[src/rtl/zrbd_pkg.sv]
// Shared types and constants of the zero-run bitset row decoder.
package zrbd_pkg;

   localparam int unsigned LEN_W  = 9;
   localparam int unsigned BYTE_W = 8;
   localparam int unsigned WORD_W = 64;
   localparam int unsigned BUF_W  = 56;
   localparam int unsigned FILL_W = 3;
   localparam int unsigned CNT_W  = 4;

   // rsp_tdata: word, then bytes_valid, padded to whole bytes
   localparam int unsigned RSP_DATA_W = 72;

   localparam logic [BYTE_W-1:0] NOVIS_BYTE = 8'hFF;

   // req_tuser codes
   localparam logic REQ_DATA    = 1'b0;
   localparam logic REQ_NO_DATA = 1'b1;

   typedef struct packed {
      logic take_item;  // input transfer this cycle
      logic run_step;   // emit one byte of the pending run
   } ctl_cmd_type;

   typedef struct packed {
      logic out_free;   // output register can take a word this cycle
      logic starts_run; // the offered item opens a run of bytes
      logic run_last;   // the pending run has one byte left
   } dp_status_type;

endpackage

[src/rtl/zrbd_ctrl.sv]
// Controller: sequences item intake and byte runs.
module zrbd_ctrl (
   input  logic                   clock,
   input  logic                   reset,
   input  logic                   req_tvalid,
   output logic                   req_tready,
   input  zrbd_pkg::dp_status_type status,
   output zrbd_pkg::ctl_cmd_type   cmd
);

   localparam logic ST_IDLE = 1'b0;
   localparam logic ST_RUN  = 1'b1;

   logic state_ff;
   logic state_in;

   assign req_tready    = (state_ff == ST_IDLE) && status.out_free;
   assign cmd.take_item = req_tvalid && req_tready;
   assign cmd.run_step  = (state_ff == ST_RUN) && status.out_free;

   always_comb begin
      state_in = state_ff;
      unique case (state_ff)
         ST_IDLE: begin
            if (cmd.take_item && status.starts_run) state_in = ST_RUN;
         end
         ST_RUN: begin
            if (cmd.run_step && status.run_last) state_in = ST_IDLE;
         end
         default: state_in = ST_IDLE;
      endcase
   end

   always_ff @(posedge clock) begin
      if (reset) state_ff <= ST_IDLE;
      else       state_ff <= state_in;
   end

endmodule

[src/rtl/zrbd_datapath.sv]
// Datapath: row length register, run decode, byte packer and output register.
module zrbd_datapath #(
   parameter int unsigned ROW_BYTES_MAX = 256
) (
   input  logic                              clock,
   input  logic                              reset,
   input  logic                              csr_valid,
   input  logic [zrbd_pkg::LEN_W-1:0]        csr_data,
   input  logic                              req_type,
   input  logic [zrbd_pkg::BYTE_W-1:0]       in_byte,
   input  zrbd_pkg::ctl_cmd_type              cmd,
   output zrbd_pkg::dp_status_type            status,
   input  logic                              rsp_tready,
   output logic                              rsp_tvalid,
   output logic [zrbd_pkg::WORD_W-1:0]       rsp_word,
   output logic [zrbd_pkg::CNT_W-1:0]        rsp_bytes_valid,
   output logic                              rsp_row_end,
   output logic                              rsp_overrun
);

   localparam int unsigned CapInt = (ROW_BYTES_MAX < 256) ? ROW_BYTES_MAX : 256;
   localparam logic [zrbd_pkg::LEN_W-1:0] LEN_CAP = zrbd_pkg::LEN_W'(CapInt);

   logic [zrbd_pkg::LEN_W-1:0]  len_ff, len_in;
   logic                        awaiting_ff, awaiting_in;
   logic [zrbd_pkg::LEN_W-1:0]  pos_ff, pos_in;
   logic [zrbd_pkg::BUF_W-1:0]  buf_ff, buf_in;
   logic [zrbd_pkg::FILL_W-1:0] fill_ff, fill_in;
   logic [zrbd_pkg::LEN_W-1:0]  run_cnt_ff, run_cnt_in;
   logic [zrbd_pkg::BYTE_W-1:0] run_byte_ff, run_byte_in;
   logic                        run_ov_ff, run_ov_in;
   logic                        out_vld_ff, out_vld_in;
   logic [zrbd_pkg::WORD_W-1:0] out_word_ff, out_word_in;
   logic [zrbd_pkg::CNT_W-1:0]  out_cnt_ff, out_cnt_in;
   logic                        out_end_ff, out_end_in;
   logic                        out_ov_ff, out_ov_in;

   logic [zrbd_pkg::LEN_W-1:0]  rem;
   logic [zrbd_pkg::LEN_W-1:0]  run_n;
   logic                        run_clip;
   logic                        app_en;
   logic [zrbd_pkg::BYTE_W-1:0] app_byte;
   logic                        app_ov;
   logic [zrbd_pkg::WORD_W-1:0] acc;
   logic [zrbd_pkg::CNT_W-1:0]  acc_cnt;
   logic [zrbd_pkg::LEN_W-1:0]  pos_next;
   logic                        row_done;

   // clamp written length into 1..cap
   always_comb begin
      len_in = len_ff;
      if (csr_valid) begin
         if (csr_data == '0)         len_in = zrbd_pkg::LEN_W'(1);
         else if (csr_data > LEN_CAP) len_in = LEN_CAP;
         else                        len_in = csr_data;
      end
   end

   // run length after clipping at the row end
   assign rem      = (pos_ff < len_ff) ? (len_ff - pos_ff) : zrbd_pkg::LEN_W'(1);
   assign run_clip = {1'b0, in_byte} > rem;
   assign run_n    = run_clip ? rem : {1'b0, in_byte};

   assign status.out_free   = !out_vld_ff || rsp_tready;
   assign status.starts_run = (req_type == zrbd_pkg::REQ_NO_DATA) ||
                              (awaiting_ff && (in_byte != '0));
   assign status.run_last   = (run_cnt_ff == zrbd_pkg::LEN_W'(1));

   assign app_en   = cmd.run_step ||
                     (cmd.take_item && (req_type == zrbd_pkg::REQ_DATA) &&
                      !awaiting_ff && (in_byte != '0));
   assign app_byte = cmd.run_step ? run_byte_ff : in_byte;
   assign app_ov   = cmd.run_step ? run_ov_ff : 1'b0;

   assign acc      = {8'h00, buf_ff} |
                     ({56'h0, app_byte} << {fill_ff, 3'b000});
   assign acc_cnt  = {1'b0, fill_ff} + zrbd_pkg::CNT_W'(1);
   assign pos_next = pos_ff + zrbd_pkg::LEN_W'(1);
   assign row_done = pos_next >= len_ff;

   always_comb begin
      awaiting_in = awaiting_ff;
      pos_in      = pos_ff;
      buf_in      = buf_ff;
      fill_in     = fill_ff;
      run_cnt_in  = run_cnt_ff;
      run_byte_in = run_byte_ff;
      run_ov_in   = run_ov_ff;
      out_vld_in  = out_vld_ff && !rsp_tready;
      out_word_in = out_word_ff;
      out_cnt_in  = out_cnt_ff;
      out_end_in  = out_end_ff;
      out_ov_in   = out_ov_ff;

      if (cmd.take_item) begin
         if (req_type == zrbd_pkg::REQ_NO_DATA) begin
            // drop any partial row, then a full row of ones
            awaiting_in = 1'b0;
            pos_in      = '0;
            buf_in      = '0;
            fill_in     = '0;
            run_cnt_in  = len_ff;
            run_byte_in = zrbd_pkg::NOVIS_BYTE;
            run_ov_in   = 1'b0;
         end else if (awaiting_ff) begin
            awaiting_in = 1'b0;
            run_cnt_in  = run_n;
            run_byte_in = '0;
            run_ov_in   = run_clip;
         end else if (in_byte == '0) begin
            awaiting_in = 1'b1;
         end
      end

      if (cmd.run_step) run_cnt_in = run_cnt_ff - zrbd_pkg::LEN_W'(1);

      if (app_en) begin
         pos_in = pos_next;
         if ((acc_cnt == zrbd_pkg::CNT_W'(8)) || row_done) begin
            out_vld_in  = 1'b1;
            out_word_in = acc;
            out_cnt_in  = acc_cnt;
            out_end_in  = row_done;
            out_ov_in   = row_done && app_ov;
            buf_in      = '0;
            fill_in     = '0;
         end else begin
            buf_in  = acc[zrbd_pkg::BUF_W-1:0];
            fill_in = acc_cnt[zrbd_pkg::FILL_W-1:0];
         end
         if (row_done) begin
            pos_in      = '0;
            awaiting_in = 1'b0;
         end
      end
   end

   always_ff @(posedge clock) begin
      if (reset) begin
         len_ff      <= zrbd_pkg::LEN_W'(1);
         awaiting_ff <= 1'b0;
         pos_ff      <= '0;
         buf_ff      <= '0;
         fill_ff     <= '0;
         run_cnt_ff  <= '0;
         out_vld_ff  <= 1'b0;
      end else begin
         len_ff      <= len_in;
         awaiting_ff <= awaiting_in;
         pos_ff      <= pos_in;
         buf_ff      <= buf_in;
         fill_ff     <= fill_in;
         run_cnt_ff  <= run_cnt_in;
         out_vld_ff  <= out_vld_in;
      end
   end

   always_ff @(posedge clock) begin
      run_byte_ff <= run_byte_in;
      run_ov_ff   <= run_ov_in;
      out_word_ff <= out_word_in;
      out_cnt_ff  <= out_cnt_in;
      out_end_ff  <= out_end_in;
      out_ov_ff   <= out_ov_in;
   end

   assign rsp_tvalid      = out_vld_ff;
   assign rsp_word        = out_word_ff;
   assign rsp_bytes_valid = out_cnt_ff;
   assign rsp_row_end     = out_end_ff;
   assign rsp_overrun     = out_ov_ff;

endmodule

[src/rtl/zero_run_bitset_decoder.sv]
// Zero-run bitset row decoder, top level.
// Decodes one visibility row from a zero-run byte stream into 64-bit words,
// first byte in the low bits. A literal byte, a zero marker or a zero count
// is a single input transfer. A run count of n (after clipping at the row end)
// is the count transfer, then n bytes at one byte per cycle while the output
// register is free, with input held off. A no-data row runs the same way for
// row length bytes of ones. Each finished word (eight bytes, or the last word
// of a row) moves to a one-word output register; while a word waits there
// untaken, input transfers and run bytes are held off until it is accepted.
// The row length is written on the csr channel (always ready), clamped to
// 1..min(ROW_BYTES_MAX,256); write it only while the decoder is idle.
module zero_run_bitset_decoder #(
   parameter int unsigned ROW_BYTES_MAX = 256
) (
   input  logic                               clock,
   input  logic                               reset,
   input  logic                               csr_valid,
   output logic                               csr_ready,
   input  logic [zrbd_pkg::LEN_W-1:0]         csr_data,     // row_bytes
   input  logic                               req_tvalid,
   output logic                               req_tready,
   input  logic [7:0]                         req_tdata,    // in_byte
   input  logic                               req_tuser,    // req_type
   output logic                               rsp_tvalid,
   input  logic                               rsp_tready,
   output logic [zrbd_pkg::RSP_DATA_W-1:0]    rsp_tdata,    // word, bytes_valid, zero pad
   output logic                               rsp_tlast,    // row_end
   output logic                               rsp_tuser     // overrun
);

   zrbd_pkg::ctl_cmd_type   cmd;
   zrbd_pkg::dp_status_type status;

   logic [zrbd_pkg::WORD_W-1:0] rsp_word;
   logic [zrbd_pkg::CNT_W-1:0]  rsp_bytes_valid;

   assign csr_ready = 1'b1;

   zrbd_ctrl u_ctrl (
      .clock      (clock),
      .reset      (reset),
      .req_tvalid (req_tvalid),
      .req_tready (req_tready),
      .status     (status),
      .cmd        (cmd)
   );

   zrbd_datapath #(
      .ROW_BYTES_MAX (ROW_BYTES_MAX)
   ) u_datapath (
      .clock           (clock),
      .reset           (reset),
      .csr_valid       (csr_valid),
      .csr_data        (csr_data),
      .req_type        (req_tuser),
      .in_byte         (req_tdata),
      .cmd             (cmd),
      .status          (status),
      .rsp_tready      (rsp_tready),
      .rsp_tvalid      (rsp_tvalid),
      .rsp_word        (rsp_word),
      .rsp_bytes_valid (rsp_bytes_valid),
      .rsp_row_end     (rsp_tlast),
      .rsp_overrun     (rsp_tuser)
   );

   assign rsp_tdata = {4'b0000, rsp_bytes_valid, rsp_word};

endmodule

[config.mk]
export PLATFORM = sky130hd
export DESIGN_NAME = zero_run_bitset_decoder
export DESIGN_NICKNAME = d
export VERILOG_FILES = /design/src/rtl/zrbd_pkg.sv /design/src/rtl/zrbd_ctrl.sv /design/src/rtl/zrbd_datapath.sv /design/src/rtl/zero_run_bitset_decoder.sv
export SDC_FILE = /design/constraint.sdc
export NUM_CORES = 1
export LEC_CHECK = 0
export BUFFER_PORTS_ARGS = -buffer_cell sky130_fd_sc_hd__buf_2
export CORE_ASPECT_RATIO = 0.5
export CORE_UTILIZATION = 25
export CTS_BUF_LIST = sky130_fd_sc_hd__clkbuf_4 sky130_fd_sc_hd__clkbuf_8
export CTS_CLUSTER_SIZE = 8
export DETAILED_ROUTE_END_ITERATION = 8
export GPL_ROUTABILITY_DRIVEN = 0
export MAX_ROUTING_LAYER = met4
export SYNTH_ARGS = -nofsm -noshare
export SYNTH_HDL_FRONTEND = slang
export SYNTH_SLANG_ARGS = --single-unit
[constraint.sdc]
create_clock -name clock -period 16.85 [get_ports clock]
set_clock_uncertainty 0.1 [all_clocks]
set_input_delay 3.37 -clock clock [delete_from_list [all_inputs] [get_ports clock]]
set_output_delay 3.37 -clock clock [all_outputs]
set_load 0.01 [all_outputs]
==> results of run 1 <==
## power by group
part	internal, W	switching (W)	leakage, nW
registers	0.000435	0.0000119	1.40
clock network	0.000124	0.000160	0.204
logic	0.0000533	0.000106	1.54
## worst register-to-register path, stage by stage (launching register included)
cell and delay (ns):
dfxtp_1 0.38, inv_1 0.08, ha_1 0.21, fa_1 0.39, nand2b_1 0.19, a21oi_2 0.23
a21o_1 0.16, a21oi_1 0.08, xnor2_1 0.38, nand2_1 0.11, ha_1 0.35, nand4_1 0.11
a21oi_1 0.14, o221ai_1 0.18, a21oi_2 0.44, mux2_2 0.42, a31oi_1 0.16
## through the flow
step | hold WS [ns] | setup WS (ns) | power (W)
after floorplan | 0.336 | 8.76 | 0.000562
after global placement | 0.340 | 9.42 | 0.000610
after detailed placement | 0.348 | 9.41 | 0.000613
after CTS | 0.369 | 9.40 | 0.000896
after global routing | 0.380 | 9.32 | 0.000932
final | 0.365 | 9.41 | 0.000889
## state kept, by name (all words and copies together) (netlist names)
name / cells
u_datapath.rsp_row_end: 1
u_datapath.fill_ff: 3
u_datapath.rsp_tvalid: 1
u_datapath.run_ov_ff: 1
u_datapath.rsp_word: 64
u_datapath.run_cnt_ff: 9
u_datapath.run_byte_ff: 1
u_datapath.rsp_bytes_valid: 4
u_datapath.rsp_overrun: 1
u_datapath.pos_ff: 9
u_datapath.buf_ff: 56
u_datapath.len_ff: 9
u_datapath.awaiting_ff: 1
u_ctrl.state_ff: 1
## logic make-up (layout without fill, tap and decap cells)
| logic type | count (synthesis) | count (layout) | synth area share |
|---|---|---|---|
| AOI/OAI and AO/OA | 220 | 220 | 0.236 |
| DFF | 161 | 161 | 0.538 |
| and+or+nand+nor | 135 | 135 | 0.0967 |
| buffers and inverters | 73 | 167 | 0.0488 |
| adders and majority gates | 31 | 31 | 0.0540 |
| xor gates and xnor gates | 14 | 14 | 0.0167 |
| muxes | 6 | 6 | 0.00888 |
| other | 2 | 5 | 0.00102 |
## per-layer routing
metal / routed length (um) / vias up / global-route usage
li1: - / 2634 / -
met1: 8780 / 2691 / 0.163
met2: 9420 / 125 / 0.221
met3: 805 / 20 / 0.0276
met4: 229 / 0 / 0.0406
met5: 0 / - / -
## area by class of cell
cell class	count	area (um2)
clock inverter	15	156
clock buffer	17	234
tap	382	478
sequential	161	3940
timing repair buffer	103	538
fill	2847	19700
multi-input combinational	411	3050
inverter	32	120
## cell usage after synthesis (4+ instances only)
library cell / instances / area share
dfxtp_1: 89 / 0.24
edfxtp_1: 72 / 0.30
a2bb2oi_1: 7 / 0.0084
nand2b_1: 8 / 0.0068
a31oi_1: 5 / 0.0043
o21a_1: 9 / 0.0092
nor4_1: 4 / 0.0034
nand3_1: 15 / 0.010
clkbuf_1: 15 / 0.0077
a32o_1: 57 / 0.078
nor3_1: 6 / 0.0041
nand2_1: 28 / 0.014
and3_1: 4 / 0.0034
nor2b_1: 6 / 0.0051
a21o_1: 5 / 0.0051
ha_1: 30 / 0.051
a21oi_1: 25 / 0.017
xor2_1: 4 / 0.0048
o22ai_1: 4 / 0.0034
buf_2: 10 / 0.0068
inv_1: 30 / 0.015
o21bai_1: 57 / 0.058
nor2_1: 37 / 0.019
buf_4: 13 / 0.013
o21ai_0: 17 / 0.012
xnor2_1: 10 / 0.012
nand3b_1: 5 / 0.0051
a22o_1: 4 / 0.0048
## final timing paths
| path | from | end | slack, ns | cells after the start |
|---|---|---|---|---|
| max reg2reg | u_datapath.len_ff[0]$_SDFFE_PP1P_ | u_datapath.run_cnt_ff[7]$_SDFFE_PP0P_ | 12.66 | 16 |
| min reg2reg | u_datapath.buf_ff[15]$_SDFFE_PP0P_ | u_datapath.buf_ff[15]$_SDFFE_PP0P_ | 0.37 | 1 |
| min | u_datapath.buf_ff[15]$_SDFFE_PP0P_ | u_datapath.buf_ff[15]$_SDFFE_PP0P_ | 0.37 | 1 |
| max | rsp_tready | req_tready | 9.41 | 4 |
==> results.json, run 1 <==
{
  "ys.flop_type": "dfxtp_1",
  "diodes": 0,
  "final_common_cell": "buf_2",
  "critical_path_buf_inv_count": 2,
  "avgRoutedWirePerCell_um": 17.2,
  "clk_latency_ns": 0.46,
  "grt_pass1_vias": 5346,
  "outcome": "complete, no violations",
  "stdcell_count": 1121,
  "fmax_ghz": 0.134,
  "power.leakage_nw": 3.15,
  "max-cap-violations": 0,
  "die_h_um": 123,
  "rsz0062_at_grt": "no",
  "path_cells": "buf_2 > nor2b_1 > nor2_1 > buf_2",
  "area_growth_pct": 16.3,
  "grt_max_degree": 69,
  "wl_mm": 19.2,
  "antenna_found_initial": 0,
  "async_flop_share": 0,
  "drt_pass1_iterations": 5,
  "critical_path.top_delay_family": "simple AND/OR/NAND/NOR gates",
  "drt-initial-drc-count": 489,
  "grt_pass1_wl_mm": 29.7,
  "grtUsageTotal": 0.133,
  "coreArea_um2": 28200,
  "initial_core_util": 0.259,
  "via_per_inst": 4.88,
  "post-dp-hpwl_mm": 13.2,
  "placed_area_um2": 8130,
  "finalHoldViolations": 0,
  "overflow": 0,
  "cp_slowest_stage_delay_ns": 0.21,
  "ant_nets": 0,
  "cpMostUsedCell": "buf_2",
  "max_slew.worst_pin.slew_ns": 1.27,
  "drc": 0,
  "io_buffer_count": 94,
  "setup_tns_ns": 0,
  "critPathLaunchType": "input port",
  "place_inst": 1089,
  "worstPathRequired_ns": 13.38,
  "period_needed_ns": 7.44,
  "core.rowCount": 43,
  "synth_edf_count": 72,
  "worst_setup_path_end_kind": "output port",
  "nNetsFinal": 780,
  "cp_slowest_cell": "nor2b_1",
  "syn_area_um2": 7330,
  "syn_inst": 642,
  "io_pins": 100,
  "vdd_drop_max_v": 0.0000493,
  "clockRootBuffer": "clkbuf_8",
  "fin_util": 0.302,
  "p_per_area_nw_per_um2": 104,
  "max_slew_margin": 0.151,
  "path_max_fanout": 3,
  "cts_tree": "done",
  "htreeDepth": 4,
  "die_area_um2": 30000,
  "ctsHoldBuffers": 0,
  "cts_setup_buffers": 0,
  "crit_arrival_ns": 3.97,
  "ys_seq_area_frac": 0.538,
  "num_vias": 5470,
  "cts_resized": 0,
  "cts.sinks": 161,
  "worstHoldPathType": "flip-flop to flip-flop",
  "crit_type": "input port to output port",
  "die_w_um": 244,
  "clockBufferDepth": 2,
  "final_max_slew_viol_count": 0,
  "synthDistinctLibCells": 68,
  "yosysWarnings": 0,
  "clk_pin_slew_ns": 0.08,
  "post-route-period-util": 0.441,
  "setup_viol": 0,
  "layout-drive-gt1-share": 0.204,
  "cts_buffers": 17,
  "final_cell_mix": "94 x buf_2, 89 x dfxtp_1, 72 x edfxtp_1",
  "yosys_register_bits": 161,
  "synth.avg_cell_area_um2": 11.4,
  "design_area_um2": 8520
}
No activity file was read; power rests on OpenSTA's default activity.
==> run 2: changes to the inputs <==
==> constraint.sdc (replaced) <==
create_clock -name clock -period 6 [get_ports clock]
set_clock_uncertainty 0.1 [all_clocks]
set_input_delay 1.2 -clock clock [delete_from_list [all_inputs] [get_ports clock]]
set_output_delay 1.2 -clock clock [all_outputs]
set_load 0.01 [all_outputs]
==> run 2 against run 1 <==
Net effect: core utilization about the same; combinational power increased to 2.8 times the previous value; global-route usage rose by 0.21 points; critical endpoint is now u_datapath.run_cnt_ff[7]$_SDFFE_PP0P_; cell count about the same; highest routed layer unchanged.
==> results.json, run 2 (same netlist as run 1, synthesis figures left out) <==
{
  "final_max_slew_viol_count": 0,
  "cts.sinks": 161,
  "num_vias": 5554,
  "antenna_found_initial": 0,
  "critical_path.top_delay_family": "compound AO/OA/AOI/OAI gates",
  "total_power_w": 0.00246,
  "clk_pin_slew_ns": 0.10,
  "ant_nets": 0,
  "core.rowCount": 43,
  "nNetsFinal": 781,
  "area_growth_pct": 16.2,
  "avgRoutedWirePerCell_um": 17.2,
  "htreeDepth": 4,
  "die_area_um2": 30000,
  "clockRootBuffer": "clkbuf_8",
  "die_h_um": 123,
  "cts_resized": 0,
  "post-dp-hpwl_mm": 13.4,
  "cts_buffers": 17,
  "die_w_um": 244,
  "finalHoldViolations": 0,
  "coreArea_um2": 28200,
  "cp_slowest_cell": "a21oi_2",
  "worstPathRequired_ns": 6.30,
  "setup_viol": 0,
  "grt_pass1_vias": 5403,
  "critical_path_buf_inv_count": 1,
  "critPathLaunchType": "flip-flop",
  "layout-drive-gt1-share": 0.207,
  "crit_type": "flip-flop to flip-flop",
  "final_cell_mix": "94 x buf_2, 89 x dfxtp_1, 72 x edfxtp_1",
  "io_buffer_count": 94,
  "drt-initial-drc-count": 459,
  "drc": 0,
  "initial_core_util": 0.259,
  "cts_setup_buffers": 0,
  "grt_max_degree": 72,
  "cp_slowest_stage_delay_ns": 0.46,
  "crit_arrival_ns": 4.27,
  "vdd_drop_max_v": 0.000120,
  "outcome": "complete, no violations",
  "rsz0062_at_grt": "no",
  "fmax_ghz": 0.251,
  "power.leakage_nw": 3.15,
  "max-cap-violations": 0,
  "period_needed_ns": 3.98,
  "final_common_cell": "buf_2",
  "grt_pass1_wl_mm": 30.1,
  "worst_setup_path_end_kind": "flip-flop",
  "drt_pass1_iterations": 5,
  "max_slew_margin": 0.266,
  "largest_register_ffs": 64,
  "cts_tree": "done",
  "max_slew.worst_pin.slew_ns": 1.10,
  "setup_tns_ns": 0,
  "overflow": 0,
  "io_pins": 100,
  "clockBufferDepth": 2,
  "diodes": 0,
  "ctsHoldBuffers": 0,
  "worstHoldPathType": "flip-flop to flip-flop",
  "path_cells": "inv_1 > ha_1 > and4_1 > nand3_1 > o21ai_0 > a21oi_2 > nand2b_1 > ha_1 > nor2b_1 > o21ai_0 > a21oi_1 > o221ai_1 > a21oi_2 > mux2_2 > a31oi_1",
  "via_per_inst": 4.95,
  "clk_latency_ns": 0.46,
  "path_max_fanout": 12,
  "wl_mm": 19.3,
  "grtUsageTotal": 0.135,
  "p_per_area_nw_per_um2": 289,
  "post-route-period-util": 0.663
}
run 2: cell types whose count changed in the layout (fill, tap and decap cells not counted), sizes merged:
cell,before,now
buf,103,104
bufinv,1,0
clkinv,3,6
inv,43,41
run 2: where the power goes:
| group | switching, W | total, W | leakage (nW) | internal, W |
|---|---|---|---|---|
| sequential | 0.0000331 | 0.00125 | 1.40 | 0.00122 |
| combinational | 0.000295 | 0.000445 | 1.55 | 0.000150 |
| clock | 0.000455 | 0.000763 | 0.198 | 0.000308 |
run 2: worst register-to-register path, cell delays in order (launching register included):
cell and delay, ns:
dfxtp_1 0.41, inv_1 0.11, ha_1 0.39, and4_1 0.28
nand3_1 0.08, o21ai_0 0.09, a21oi_2 0.46, nand2b_1 0.17
ha_1 0.32, nor2b_1 0.11, o21ai_0 0.08, a21oi_1 0.17
o221ai_1 0.17, a21oi_2 0.42, mux2_2 0.40, a31oi_1 0.15
run 2: final cells by class:
type,count,area [um2]
Timing Repair Buffer,104,546
Multi-Input combinational cell,411,3050
Inverter,32,120
Tap cell,382,478
Fill cell,2895,19700
Clock inverter,15,140
Clock buffer,17,234
Sequential cell,161,3940
run 2: metal layers:
layer	up-vias	routed length, um	global-route usage
met4	0	512	0.0559
met5	-	0	-
met3	38	795	0.0319
met2	145	9360	0.219
li1	2624	-	-
met1	2747	8670	0.163
run 2: final timing paths:
check	depth (start not counted)	slack (ns)	start	to
hold / removal	1	0.36	u_datapath.buf_ff[15]$_SDFFE_PP0P_	u_datapath.buf_ff[15]$_SDFFE_PP0P_
hold reg to reg	1	0.36	u_datapath.buf_ff[15]$_SDFFE_PP0P_	u_datapath.buf_ff[15]$_SDFFE_PP0P_
setup / recovery	15	2.02	u_datapath.pos_ff[6]$_SDFFE_PP0P_	u_datapath.run_cnt_ff[7]$_SDFFE_PP0P_
setup reg to reg	15	2.02	u_datapath.pos_ff[6]$_SDFFE_PP0P_	u_datapath.run_cnt_ff[7]$_SDFFE_PP0P_
run 2: metrics by stage:
step | cell area, um2 | setup slack [ns] | util | cells | hold slack [ns]
final | 8510 | 2.02 | 0.301 | 1122 | 0.365
after floorplan | 7340 | 1.28 | - | 645 | 0.336
after global placement | 8140 | 2.09 | 0.288 | 1090 | 0.340
after global routing | 8510 | 1.70 | 0.301 | 1122 | 0.380
after CTS | 8510 | 2.08 | 0.301 | 1122 | 0.369
after detailed placement | 8140 | 1.98 | 0.288 | 1090 | 0.348
